[src/sv/nrag_pkg.sv]
// Shared types and constants of the NV12 rotate address generator.
package nrag_pkg;

    localparam int OFF_W      = 25;
    localparam int CFG_DATA_W = 13;
    localparam int CFG_IDX_W  = 2;

    localparam logic [CFG_IDX_W-1:0] REG_SRC_WIDTH  = 2'd0;
    localparam logic [CFG_IDX_W-1:0] REG_SRC_HEIGHT = 2'd1;
    localparam logic [CFG_IDX_W-1:0] REG_CLOCKWISE  = 2'd2;

    typedef struct packed {
        logic [7:0] pixel_byte;
        logic       frame_start;
    } pixel_in_t;

    typedef struct packed {
        logic [7:0]       out_byte;
        logic [OFF_W-1:0] dest_offset;
        logic             is_chroma;
        logic             frame_last;
    } pixel_out_t;

    typedef struct packed {
        logic [OFF_W-1:0] luma_start;
        logic [OFF_W-1:0] luma_col_step;
        logic [OFF_W-1:0] luma_row_step;
        logic [OFF_W-1:0] chroma_start;
        logic [OFF_W-1:0] chroma_col_step;
        logic [OFF_W-1:0] chroma_row_step;
        logic             chroma_empty;
    } geom_t;

    typedef struct packed {
        logic [7:0]       pixel_byte;
        logic [OFF_W-1:0] elem_offset;
        logic             pair_byte;
        logic             is_chroma;
        logic             frame_last;
    } task_t;

endpackage

[src/sv/nrag_config.sv]
// Configuration registers and the derived rotation geometry.
module nrag_config #(
    parameter int MAX_DIM = 4096,
    parameter int DIM_W   = 13
) (
    input  logic                              clk,
    input  logic                              rst_n,
    input  logic                              cfg_valid,
    input  logic [nrag_pkg::CFG_IDX_W-1:0]    cfg_index,
    input  logic [nrag_pkg::CFG_DATA_W-1:0]   cfg_data,
    output nrag_pkg::geom_t                   geom,
    output logic [DIM_W-1:0]                  luma_cols_m1,
    output logic [DIM_W-1:0]                  luma_rows_m1,
    output logic [DIM_W-1:0]                  chroma_cols_m1,
    output logic [DIM_W-1:0]                  chroma_rows_m1,
    output logic                              settled,
    output logic                              restart
);

    localparam int OFF_W     = nrag_pkg::OFF_W;
    localparam int RST_WIDTH = (640 > MAX_DIM) ? MAX_DIM : 640;
    localparam int RST_HEIGHT = (480 > MAX_DIM) ? MAX_DIM : 480;

    logic [DIM_W-1:0]   width_reg;
    logic [DIM_W-1:0]   height_reg;
    logic               clockwise_reg;
    logic [1:0]         settle_reg;
    logic [DIM_W-1:0]   dim_clamped;
    logic [31:0]        cfg_wide;
    logic               wr_known;
    logic [DIM_W-1:0]   w2;
    logic [DIM_W-1:0]   h2;
    logic [2*DIM_W-1:0] prod_luma_full;
    logic [2*DIM_W-1:0] prod_chroma_full;
    logic [OFF_W-1:0]   prod_luma_reg;
    logic [OFF_W-1:0]   prod_chroma_reg;
    logic [OFF_W-1:0]   h_off;
    logic [OFF_W-1:0]   h2_off;
    logic [OFF_W-1:0]   h2_twice;
    logic [OFF_W-1:0]   chroma_cw_rel;
    logic [OFF_W-1:0]   chroma_ccw_rel;
    nrag_pkg::geom_t    geom_next;
    nrag_pkg::geom_t    geom_reg;
    logic [DIM_W-1:0]   luma_cols_m1_reg;
    logic [DIM_W-1:0]   luma_rows_m1_reg;
    logic [DIM_W-1:0]   chroma_cols_m1_reg;
    logic [DIM_W-1:0]   chroma_rows_m1_reg;

    assign cfg_wide = 32'(cfg_data);
    assign wr_known = cfg_valid && (cfg_index == nrag_pkg::REG_SRC_WIDTH
                      || cfg_index == nrag_pkg::REG_SRC_HEIGHT
                      || cfg_index == nrag_pkg::REG_CLOCKWISE);

    always_comb
    begin
        if (cfg_wide == 32'd0)
        begin
            dim_clamped = DIM_W'(1);
        end
        else if (cfg_wide > 32'(MAX_DIM))
        begin
            dim_clamped = DIM_W'(MAX_DIM);
        end
        else
        begin
            dim_clamped = DIM_W'(cfg_data);
        end
    end

    always_ff @(posedge clk or negedge rst_n)
    begin
        if (!rst_n)
        begin
            width_reg     <= DIM_W'(RST_WIDTH);
            height_reg    <= DIM_W'(RST_HEIGHT);
            clockwise_reg <= 1'b1;
            settle_reg    <= 2'd2;
        end
        else
        begin
            if (wr_known)
            begin
                settle_reg <= 2'd2;
            end
            else if (settle_reg != 2'd0)
            begin
                settle_reg <= settle_reg - 2'd1;
            end
            if (cfg_valid && cfg_index == nrag_pkg::REG_SRC_WIDTH)
            begin
                width_reg <= dim_clamped;
            end
            if (cfg_valid && cfg_index == nrag_pkg::REG_SRC_HEIGHT)
            begin
                height_reg <= dim_clamped;
            end
            if (cfg_valid && cfg_index == nrag_pkg::REG_CLOCKWISE)
            begin
                clockwise_reg <= cfg_data[0];
            end
        end
    end

    assign w2               = width_reg >> 1;
    assign h2               = height_reg >> 1;
    assign prod_luma_full   = (2*DIM_W)'(width_reg) * (2*DIM_W)'(height_reg);
    assign prod_chroma_full = (2*DIM_W)'(w2) * (2*DIM_W)'(h2);

    always_ff @(posedge clk)
    begin
        prod_luma_reg   <= OFF_W'(prod_luma_full);
        prod_chroma_reg <= OFF_W'(prod_chroma_full);
    end

    assign h_off          = OFF_W'(height_reg);
    assign h2_off         = OFF_W'(h2);
    assign h2_twice       = {h2_off[OFF_W-2:0], 1'b0};
    assign chroma_cw_rel  = h2_off - OFF_W'(1);
    assign chroma_ccw_rel = prod_chroma_reg - h2_off;

    always_comb
    begin
        geom_next.chroma_empty = (width_reg < DIM_W'(2)) || (height_reg < DIM_W'(2));
        if (clockwise_reg)
        begin
            geom_next.luma_start      = h_off - OFF_W'(1);
            geom_next.luma_col_step   = h_off;
            geom_next.luma_row_step   = '1;
            geom_next.chroma_start    = prod_luma_reg + {chroma_cw_rel[OFF_W-2:0], 1'b0};
            geom_next.chroma_col_step = h2_twice;
            geom_next.chroma_row_step = OFF_W'(0) - OFF_W'(2);
        end
        else
        begin
            geom_next.luma_start      = prod_luma_reg - h_off;
            geom_next.luma_col_step   = OFF_W'(0) - h_off;
            geom_next.luma_row_step   = OFF_W'(1);
            geom_next.chroma_start    = prod_luma_reg + {chroma_ccw_rel[OFF_W-2:0], 1'b0};
            geom_next.chroma_col_step = OFF_W'(0) - h2_twice;
            geom_next.chroma_row_step = OFF_W'(2);
        end
    end

    always_ff @(posedge clk)
    begin
        geom_reg           <= geom_next;
        luma_cols_m1_reg   <= width_reg - DIM_W'(1);
        luma_rows_m1_reg   <= height_reg - DIM_W'(1);
        chroma_cols_m1_reg <= w2 - DIM_W'(1);
        chroma_rows_m1_reg <= h2 - DIM_W'(1);
    end

    assign geom           = geom_reg;
    assign luma_cols_m1   = luma_cols_m1_reg;
    assign luma_rows_m1   = luma_rows_m1_reg;
    assign chroma_cols_m1 = chroma_cols_m1_reg;
    assign chroma_rows_m1 = chroma_rows_m1_reg;
    assign settled        = (settle_reg == 2'd0);
    assign restart        = wr_known;

endmodule

[src/sv/nrag_front.sv]
// Front end: frame position counters and the destination offset of each element.
module nrag_front #(
    parameter int DIM_W = 13
) (
    input  logic                 clk,
    input  logic                 rst_n,
    input  logic                 pix_valid,
    output logic                 pix_ready,
    input  nrag_pkg::pixel_in_t  pix_data,
    input  nrag_pkg::geom_t      geom,
    input  logic [DIM_W-1:0]     luma_cols_m1,
    input  logic [DIM_W-1:0]     luma_rows_m1,
    input  logic [DIM_W-1:0]     chroma_cols_m1,
    input  logic [DIM_W-1:0]     chroma_rows_m1,
    input  logic                 settled,
    input  logic                 restart,
    input  logic                 queue_full,
    output logic                 push,
    output nrag_pkg::task_t      push_task
);

    localparam int OFF_W = nrag_pkg::OFF_W;

    logic [DIM_W-1:0] col_reg, col_next;
    logic [DIM_W-1:0] row_reg, row_next;
    logic             chroma_reg, chroma_next;
    logic             pair_reg, pair_next;
    logic [OFF_W-1:0] row_base_reg, row_base_next;
    logic [OFF_W-1:0] elem_reg, elem_next;
    logic             pend_reg;
    logic             fresh;
    logic [DIM_W-1:0] col;
    logic [DIM_W-1:0] row;
    logic             chroma;
    logic             pair;
    logic [OFF_W-1:0] row_base;
    logic [OFF_W-1:0] elem;
    logic [DIM_W-1:0] cols_m1;
    logic [DIM_W-1:0] rows_m1;
    logic             last;

    assign pix_ready = settled && !queue_full;
    assign push      = pix_valid && pix_ready;
    assign fresh     = pend_reg || pix_data.frame_start;
    assign col       = fresh ? '0 : col_reg;
    assign row       = fresh ? '0 : row_reg;
    assign chroma    = fresh ? 1'b0 : chroma_reg;
    assign pair      = fresh ? 1'b0 : pair_reg;
    assign row_base  = fresh ? geom.luma_start : row_base_reg;
    assign elem      = fresh ? geom.luma_start : elem_reg;
    assign cols_m1   = chroma ? chroma_cols_m1 : luma_cols_m1;
    assign rows_m1   = chroma ? chroma_rows_m1 : luma_rows_m1;

    always_comb
    begin
        col_next      = col;
        row_next      = row;
        chroma_next   = chroma;
        pair_next     = 1'b0;
        row_base_next = row_base;
        elem_next     = elem;
        last          = 1'b0;
        if (chroma && !pair)
        begin
            pair_next = 1'b1;
        end
        else if (col != cols_m1)
        begin
            col_next  = col + DIM_W'(1);
            elem_next = elem + (chroma ? geom.chroma_col_step : geom.luma_col_step);
        end
        else
        begin
            col_next = '0;
            if (row != rows_m1)
            begin
                row_next      = row + DIM_W'(1);
                row_base_next = row_base
                                + (chroma ? geom.chroma_row_step : geom.luma_row_step);
            end
            else
            begin
                row_next = '0;
                if (chroma || geom.chroma_empty)
                begin
                    last          = 1'b1;
                    chroma_next   = 1'b0;
                    row_base_next = geom.luma_start;
                end
                else
                begin
                    chroma_next   = 1'b1;
                    row_base_next = geom.chroma_start;
                end
            end
            elem_next = row_base_next;
        end
    end

    assign push_task.pixel_byte  = pix_data.pixel_byte;
    assign push_task.elem_offset = elem;
    assign push_task.pair_byte   = pair;
    assign push_task.is_chroma   = chroma;
    assign push_task.frame_last  = last;

    always_ff @(posedge clk or negedge rst_n)
    begin
        if (!rst_n)
        begin
            col_reg    <= '0;
            row_reg    <= '0;
            chroma_reg <= 1'b0;
            pair_reg   <= 1'b0;
            pend_reg   <= 1'b1;
        end
        else if (restart)
        begin
            pend_reg <= 1'b1;
        end
        else if (push)
        begin
            col_reg    <= col_next;
            row_reg    <= row_next;
            chroma_reg <= chroma_next;
            pair_reg   <= pair_next;
            pend_reg   <= 1'b0;
        end
    end

    always_ff @(posedge clk)
    begin
        if (push)
        begin
            row_base_reg <= row_base_next;
            elem_reg     <= elem_next;
        end
    end

endmodule

[src/sv/nrag_queue.sv]
// Two-entry queue that decouples the front end from the output stage.
module nrag_queue (
    input  logic            clk,
    input  logic            rst_n,
    input  logic            push,
    input  nrag_pkg::task_t push_task,
    output logic            full,
    input  logic            pop,
    output logic            not_empty,
    output nrag_pkg::task_t pop_task
);

    nrag_pkg::task_t slot_reg [2];
    logic            wr_ptr_reg;
    logic            rd_ptr_reg;
    logic [1:0]      count_reg;

    assign full      = (count_reg == 2'd2);
    assign not_empty = (count_reg != 2'd0);
    assign pop_task  = slot_reg[rd_ptr_reg];

    always_ff @(posedge clk or negedge rst_n)
    begin
        if (!rst_n)
        begin
            wr_ptr_reg <= 1'b0;
            rd_ptr_reg <= 1'b0;
            count_reg  <= 2'd0;
        end
        else
        begin
            if (push)
            begin
                wr_ptr_reg <= !wr_ptr_reg;
            end
            if (pop)
            begin
                rd_ptr_reg <= !rd_ptr_reg;
            end
            if (push && !pop)
            begin
                count_reg <= count_reg + 2'd1;
            end
            else if (pop && !push)
            begin
                count_reg <= count_reg - 2'd1;
            end
        end
    end

    always_ff @(posedge clk)
    begin
        if (push)
        begin
            slot_reg[wr_ptr_reg] <= push_task;
        end
    end

endmodule

[src/sv/nrag_back.sv]
// Output stage: adds the pair byte to the element offset and holds the result.
module nrag_back (
    input  logic                 clk,
    input  logic                 rst_n,
    input  logic                 task_valid,
    input  nrag_pkg::task_t      task_in,
    output logic                 pop,
    output logic                 res_valid,
    input  logic                 res_ready,
    output nrag_pkg::pixel_out_t res_data
);

    logic                 valid_reg;
    nrag_pkg::pixel_out_t data_reg;
    nrag_pkg::pixel_out_t data_next;

    assign pop = task_valid && (!valid_reg || res_ready);

    always_comb
    begin
        data_next.out_byte    = task_in.pixel_byte;
        data_next.dest_offset = task_in.elem_offset
                                + nrag_pkg::OFF_W'(task_in.pair_byte);
        data_next.is_chroma   = task_in.is_chroma;
        data_next.frame_last  = task_in.frame_last;
    end

    always_ff @(posedge clk or negedge rst_n)
    begin
        if (!rst_n)
        begin
            valid_reg <= 1'b0;
        end
        else if (pop)
        begin
            valid_reg <= 1'b1;
        end
        else if (res_ready)
        begin
            valid_reg <= 1'b0;
        end
    end

    always_ff @(posedge clk)
    begin
        if (pop)
        begin
            data_reg <= data_next;
        end
    end

    assign res_valid = valid_reg;
    assign res_data  = data_reg;

endmodule

[src/sv/nv12_rotate_address_generator.sv]
// NV12 rotate address generator: one byte in and one placed byte out per cycle unless stalled.
// The block accepts one byte of an NV12 frame per cycle while ready, luma plane first and then
// the interleaved CbCr pairs, and returns each byte with its offset in the frame rotated by 90
// degrees clockwise or counter-clockwise. An accepted byte passes through a two-entry queue
// and an output register, which absorb stalls downstream; the rate is one byte per cycle while
// the output is ready and the geometry is settled. The front end's counters advance the offset
// with one add per byte. After reset and after every write to a known register the geometry is
// recomputed through a registered multiplier and a geometry register, during which the input
// is not ready; the write also restarts the frame position at the first luma byte.
module nv12_rotate_address_generator #(
    parameter int MAX_DIM = 4096
) (
    input  logic                            clk,
    input  logic                            rst_n,
    input  logic                            pix_valid,
    output logic                            pix_ready,
    input  nrag_pkg::pixel_in_t             pix_data,
    output logic                            res_valid,
    input  logic                            res_ready,
    output nrag_pkg::pixel_out_t            res_data,
    input  logic                            cfg_valid,
    output logic                            cfg_ready,
    input  logic [nrag_pkg::CFG_IDX_W-1:0]  cfg_index,
    input  logic [nrag_pkg::CFG_DATA_W-1:0] cfg_data
);

    localparam int DIM_W = $clog2(MAX_DIM + 1);

    nrag_pkg::geom_t geom;
    logic [DIM_W-1:0] luma_cols_m1;
    logic [DIM_W-1:0] luma_rows_m1;
    logic [DIM_W-1:0] chroma_cols_m1;
    logic [DIM_W-1:0] chroma_rows_m1;
    logic             settled;
    logic             restart;
    logic             queue_full;
    logic             push;
    nrag_pkg::task_t  push_task;
    logic             pop;
    logic             task_valid;
    nrag_pkg::task_t  pop_task;

    assign cfg_ready = 1'b1;

    nrag_config #(
        .MAX_DIM (MAX_DIM),
        .DIM_W   (DIM_W)
    ) u_config (
        .clk            (clk),
        .rst_n          (rst_n),
        .cfg_valid      (cfg_valid),
        .cfg_index      (cfg_index),
        .cfg_data       (cfg_data),
        .geom           (geom),
        .luma_cols_m1   (luma_cols_m1),
        .luma_rows_m1   (luma_rows_m1),
        .chroma_cols_m1 (chroma_cols_m1),
        .chroma_rows_m1 (chroma_rows_m1),
        .settled        (settled),
        .restart        (restart)
    );

    nrag_front #(
        .DIM_W (DIM_W)
    ) u_front (
        .clk            (clk),
        .rst_n          (rst_n),
        .pix_valid      (pix_valid),
        .pix_ready      (pix_ready),
        .pix_data       (pix_data),
        .geom           (geom),
        .luma_cols_m1   (luma_cols_m1),
        .luma_rows_m1   (luma_rows_m1),
        .chroma_cols_m1 (chroma_cols_m1),
        .chroma_rows_m1 (chroma_rows_m1),
        .settled        (settled),
        .restart        (restart),
        .queue_full     (queue_full),
        .push           (push),
        .push_task      (push_task)
    );

    nrag_queue u_queue (
        .clk       (clk),
        .rst_n     (rst_n),
        .push      (push),
        .push_task (push_task),
        .full      (queue_full),
        .pop       (pop),
        .not_empty (task_valid),
        .pop_task  (pop_task)
    );

    nrag_back u_back (
        .clk        (clk),
        .rst_n      (rst_n),
        .task_valid (task_valid),
        .task_in    (pop_task),
        .pop        (pop),
        .res_valid  (res_valid),
        .res_ready  (res_ready),
        .res_data   (res_data)
    );

endmodule

[config.mk]
export PLATFORM = sky130hd
export DESIGN_NAME = nv12_rotate_address_generator
export DESIGN_NICKNAME = d
export VERILOG_FILES = /design/src/sv/nrag_pkg.sv /design/src/sv/nrag_config.sv /design/src/sv/nrag_front.sv /design/src/sv/nrag_queue.sv /design/src/sv/nrag_back.sv /design/src/sv/nv12_rotate_address_generator.sv
export SDC_FILE = /design/constraint.sdc
export NUM_CORES = 1
export LEC_CHECK = 0
export BUFFER_PORTS_ARGS = -buffer_cell sky130_fd_sc_hd__buf_2
export CAP_MARGIN = 20
export CORE_UTILIZATION = 35
export CTS_CLUSTER_DIAMETER = 120
export CTS_CLUSTER_SIZE = 16
export DETAILED_ROUTE_END_ITERATION = 8
export GPL_TIMING_DRIVEN = 0
export PLACE_DENSITY = 0.62
export SYNTH_ARGS = -nofsm -noshare
export SYNTH_HDL_FRONTEND = slang
export SYNTH_SLANG_ARGS = --single-unit
[constraint.sdc]
create_clock -name clk -period 5.92 [get_ports clk]
set_input_delay 1.48 -clock clk [delete_from_list [all_inputs] [get_ports clk]]
set_output_delay 1.48 -clock clk [all_outputs]
set_load 0.05 [all_outputs]
# [Word-level counts from Yosys, hierarchy flattened]
# Memories as Yosys holds them, arrays and structs flattened.
# Index checks and enable logic that the tools add are counted.
[classes] n_addsub=20 mul=2 div=0 order_cmp=3 eq_ne=5 n_shift=0 n_mux=43 bitwise_logic=1 reduce_logical=33
[ops] cell="$mux 25" n=10
[ops] cell="$mux 150" n=1
[ops] cell="$mux 13" n=11
[ops] cell="$add 25x25->25" n=4
[ops] cell="$sub 12x1->13 const B" n=3
[ops] cell="$logic_not 32->1" n=1
[ops] cell="$sub 1x13->14 const A" n=2
[ops] cell="$add 13x1->13 const B" n=2
[ops] cell="$lt 13x2->1 const B" n=2
[ops] cell="$ne 13x13->1" n=2
[ops] cell="$sub 13x1->13 const B" n=2
[ops] cell="$add 25x1->25" n=1
[ops] cell="$mul 13x13->25" n=1
[ops] cell="$sub 25x13->25" n=1
[ops] cell="$mul 12x12->24" n=1
[ops] cell="$sub 24x12->24" n=1
[ops] cell="$mux 1" n=17
[ops] cell="$sub 13x1->14 const B" n=1
[ops] cell="$gt 13x13->1 const B" n=1
[ops] cell="$reduce_bool 2->1" n=6
[ops] cell="$logic_and 1x1->1" n=10
[ops] cell="$mux 2" n=4
[ops] cell="$logic_not 1->1" n=7
[ops] cell="$logic_or 1x1->1" n=6
[ops] cell="other kinds (7)" n=10
[word_totals] register_bits=400 latchBits=0 ram_bits=72 rom_bits=0 input_bits=29 out_inout_bits=38 word_cells=142 memories=1
[mem_list] memory="u_queue.slot_reg" words=2 word_bits=36 rd=1 rd_ports_with_merged_regs=0 write_ports=1 line="nrag_queue.sv:13" rtl="nrag_pkg::task_t slot_reg [2];"

# [Longest topological paths before layout]
[depth] ltp_word=8 ltp_mapped=24 mapped_depth_nobuf=23

# [Hierarchy]
# From an unflattened synthesis, not the netlist that was laid out.
[hier_totals] hier_cells=3352 hier_area_um2=30252.8
[by_module_without_submodules] module="nrag_config" n_inst=1 cells_each=1912 area_per_inst_um2=16986.3 seq_area_each_um2=4339.2
[by_module_without_submodules] module="nrag_front" n_inst=1 cells_each=1206 area_per_inst_um2=8758.4 seq_area_each_um2=2228.4
[by_module_without_submodules] module="nrag_queue" n_inst=1 cells_each=128 area_per_inst_um2=2936.6 seq_area_each_um2=2262.2
[by_module_without_submodules] module="nrag_back" n_inst=1 cells_each=104 area_per_inst_um2=1560.2 seq_area_each_um2=1076.0
[by_module_without_submodules] module="nv12_rotate_address_generator" n_inst=1 cells_each=2 area_per_inst_um2=11.3 seq_area_each_um2=0.0

# [Worst setup path after synthesis]
# OpenSTA, ideal clock, no wires.
[synth_path] path_kind="register to register" start="register u_config.width_reg[7]" end="register u_config.prod_luma_reg[24]" setup_ns=0.127 arrival_time_ns=5.729 required_ns=5.793 setup_slack_ns=0.064 path_stages_with_launch=20 n_path_buf=2 synth_period_minus_slack_ns=5.856 cell_sequence="dfstp_2 clkbuf_1 buf_1 nand2_1 fa_1 fa_1 inv_1 fa_1 fa_1 inv_1 fa_1 inv_1 ha_1 or3_1 o211ai_1 a31oi_1 or4_1 a311oi_1 o21ai_0 xor2_1"
[synth_via] elab_chain_cells=1
[synth_lines] item="from (decl)" line="nrag_config.sv:24" rtl="logic [DIM_W-1:0] width_reg;"
[synth_lines] item="from (signal assigned)" line="nrag_config.sv:74" rtl="width_reg <= DIM_W'(RST_WIDTH);"
[synth_lines] item="from (signal assigned)" line="nrag_config.sv:91" rtl="width_reg <= dim_clamped;"
[synth_lines] item="$mul 13x13->25" line="nrag_config.sv:106" rtl="assign prod_luma_full = (2*DIM_W)'(width_reg) * (2*DIM_W)'(height_reg);"
[synth_lines] item="net u_config.prod_luma_full[24]" line="nrag_config.sv:33" rtl="logic [2*DIM_W-1:0] prod_luma_full;"
[synth_lines] item="to (signal assigned)" line="nrag_config.sv:111" rtl="prod_luma_reg <= OFF_W'(prod_luma_full);"
[synth_lines] item="to (decl)" line="nrag_config.sv:35" rtl="logic [OFF_W-1:0] prod_luma_reg;"
# The timed path passes the listed nets, and every way through them passes these cells.
# A chain may end at the register's enable or synchronous reset.

# [Final worst setup path]
# Same ends and word-level chain as after synthesis.

==> metrics.cfg <==
[yosys]
synth_compound_area_share_pct=12.97
muxShareOfSynthArea_pct=2.924
netlist_instances=3141
synth_area_sq_um=28930
ys_warn_count=0
synth_top_family_by_area=adder cells
synthSimpleGateAreaFrac_pct=15.99
synth_top_flop_cell=dfxtp_1
synth_edf_count=157
synth_xor_area_share_pct=7.556
seq_area_frac_synth_pct=34.24
yosys.cell_types.count=93
synthArstFlopShare_pct=15.75
avgSynthCellArea_sq_um=9.210
synthAdderAreaFrac_pct=20.19
ys_ff_latch=400
synthesis.nets=3542

[sta]
finalSetupTns_ps=0
relSlewSlack_pct=29.03
final-setup-viol-count=0
fin_crit_ps=5773
timing.final.hold_violations=0
tightest_slew_ps=1055
post-route-period-util_pct=97.52
fmax_mhz=173.2
finClkSkew_ps=36.38
hold_slack_ps=393.6
drv_slew=0

[drt]
drc=0
vias_per_cell=5.171
wirelength_mm=81.84
ant_nets=0
drt-pass1-iter-count=5
wire_per_inst_um=18.76
vias=22559
first_iter_violations=1688

[floorplan]
die_w_um=289.5
fp.dieArea_sq_um=83810
dieHeight_um=289.5
core_area_sq_um=81980
start_util_pct=35.29
num_rows=105
ios=67

[pwr]
powerDensity_nw_per_um2=464.1
switching_share_pct=44.99
combinationalPowerShare_pct=57.9
p_sw_mw=6.758
p_leak_nw=14.20
seqPwrFrac_pct=29.4
clock_power_share_pct=12.7
peakVddDrop_uv=271.4
intPower_mw=8.263

[cells_and_area]
regArea_sq_um=9935
layout_common_cells=392 x nand2_1, 306 x inv_1, 228 x nor2_1, 208 x ha_1, 180 x dfxtp_1
instances_no_fill=4363
multiInputGateArea_sq_um=17460
layout-drive-gt1-share_pct=11.39
fill_cells=8231
final_common_cell=nand2_1
area_growth_pct=11.89
largest_reg_flops=79
num-nets-final=3676
num_antenna_cells=0

[run_status]
status=finished clean

[clocking]
insertion_delay_ps=610
clock_path_buffers=3
cts_tree=built
cts_max_level=1
path_clk_slew_ps=80
cts_buffers=29
cts_root_buffer=clkbuf_16
cts_sinks=400

[hold_path]
worst_hold_startpoint=u_config.prod_luma_reg[0]
hold_class=reg2reg

[worst_setup_path]
cp_max_fo=5
cpMostUsedCell=fa_1
path_buf_inv=4
cp_slowest_cell=dfstp_2
timing.rr.start=u_config.width_reg[7]
crit_path_start=u_config.width_reg[7]
cp-start-kind=register
cp_slowest_stage_delay_ps=630
cp-end-kind=register
cp_data_required_time_ps=6390
critPathTopFamily=adder cells
critPathKind=reg2reg
crit_arrival_ps=6240
worstPathCellList=buf_8, nand2_1, fa_2, fa_1, inv_1, fa_1, fa_1, inv_1, fa_1, inv_1, ha_1, or3_4, o211ai_1, a31oi_2, or4_4, a311oi_4, o21ai_1, xor2_1

[grt]
grt_max_degree=64
grt_pass1_vias=22318
antenna_found_initial=0
grt_pass1_wl_mm=128.7
track_usage_pct=19.73
grt_overflow_total=0

[job]
cap_violations=0

[place]
hpwl_mm=65.04
portBuffers=65
routabilityCongestion=0.9411
placed_cells=4281

final cells by class:
type                            count  share of cell area, %
Sequential cell                   400                  30.69
Tap cell                         1070                  4.136
Clock inverter                      3                0.08891
Timing Repair Buffer              128                  2.926
Multi-Input combinational cell   2283                  53.95
Clock buffer                       46                  2.439
Inverter                          325                  3.908
Buffer                            108                  1.859
per-layer routing:
layer | routed length (um) | global-route usage [%] | vias up
met2 | 38060 | 33.66 | 638
met5 | 0 | 0 | -
met1 | 36890 | 26.32 | 10866
met4 | 2873 | 5.995 | 0
li1 | - | - | 10929
met3 | 4006 | 1.947 | 126
worst register-to-register path: stages, from the launching register on:
cell      delay, ps
dfstp_2         630
buf_8           150
nand2_1          70
fa_2            450
fa_1            540
inv_1            50
fa_1            470
fa_1            500
inv_1            60
fa_1            540
inv_1            40
ha_1            210
or3_4           360
o211ai_1        240
a31oi_2         140
or4_4           590
a311oi_4        330
o21ai_1         110
xor2_1          170
stage by stage:
stage | worst slack, ps | instance area (sq um) | power (mW) | utilization (%)
2_1_floorplan | 64.24 | 28930 | 10.61 | -
3_3_place_gp | -1501 | 30590 | 12.72 | 37.32
3_5_place_dp | -1562 | 30700 | 12.82 | 37.45
4_1_cts | 8.348 | 31780 | 14.84 | 38.77
5_1_grt | -21.03 | 32370 | 16.19 | 39.48
6_report | 146.8 | 32370 | 15.02 | 39.48
worst paths after layout:
path / to / slack [ps] / cells past startpoint
worst max register to register: u_config.prod_luma_reg[24] / 150 / 18
max in group asynchronous: u_config.width_reg[10] / 4350 / 1
worst max-delay path: u_config.prod_luma_reg[24] / 150 / 18
min in group asynchronous: u_config.height_reg[10] / 990 / 1
worst min register to register: u_config.geom[51] / 390 / 0
worst min-delay path: u_config.geom[51] / 390 / 0
what timing repair did:
action | in CTS | in global routing
pin swaps | 1 | 31
setup buffers | 17 | 37
resized for setup | 82 | 80
endpoints found under the setup margin | 47 | 28
gates cloned | 0 | 2
hold buffers | 0 | 0
power groups by stage:
stage	registers (mW)	clock network [mW]	logic (mW)
final	4.42	1.91	8.69
after detailed placement	4.44	0	8.38
after floorplan	4.62	0	5.99
after global placement	4.43	0	8.29
after global routing	4.49	2.06	9.65
after CTS	4.42	1.95	8.47
cell usage after synthesis (8+ instances only):
| library cell | instances | share of area (%) |
|---|---|---|
| a21oi_1 | 154 | 2.7 |
| inv_1 | 314 | 4.1 |
| or2_2 | 13 | 0.28 |
| xnor2_1 | 151 | 4.6 |
| a211oi_1 | 25 | 0.65 |
| dfstp_2 | 9 | 0.82 |
| or3_1 | 21 | 0.45 |
| nor2b_1 | 36 | 0.78 |
| o21a_1 | 13 | 0.34 |
| mux2_2 | 44 | 1.7 |
| mux2i_1 | 35 | 1.2 |
| o31ai_1 | 14 | 0.36 |
| clkbuf_1 | 100 | 1.3 |
| nor2_1 | 230 | 3.0 |
| edfxtp_1 | 157 | 16 |
| and2_1 | 66 | 1.4 |
| o211ai_1 | 25 | 0.65 |
| a21o_1 | 36 | 0.93 |
| nand4_1 | 17 | 0.37 |
| nor3_1 | 41 | 0.71 |
| nand2_1 | 394 | 5.1 |
| fa_1 | 158 | 11 |
| nand3_1 | 52 | 0.90 |
| and4_1 | 8 | 0.24 |
| and3_1 | 21 | 0.45 |
| buf_2 | 19 | 0.33 |
| buf_1 | 11 | 0.14 |
| a31oi_1 | 54 | 1.2 |
| dfxtp_1 | 180 | 12 |
| a211o_1 | 11 | 0.33 |
| o21bai_1 | 12 | 0.31 |
| ha_1 | 214 | 9.3 |
| a21boi_0 | 10 | 0.26 |
| nor4_1 | 19 | 0.41 |
| nand2b_1 | 36 | 0.78 |
| xor2_1 | 96 | 2.9 |
| dfrtp_1 | 54 | 4.7 |
| o21ai_0 | 157 | 2.7 |
logic make-up after synthesis:
group	Yosys count
AO/OA/AOI/OAI	594
XOR/XNOR	248
adder cells (fa/ha/maj)	372
buffers and inverters	458
flip-flops	400
multiplexers	79
other	1
AND/OR/NAND/NOR	989
No activity file was read; power rests on OpenSTA's default activity.
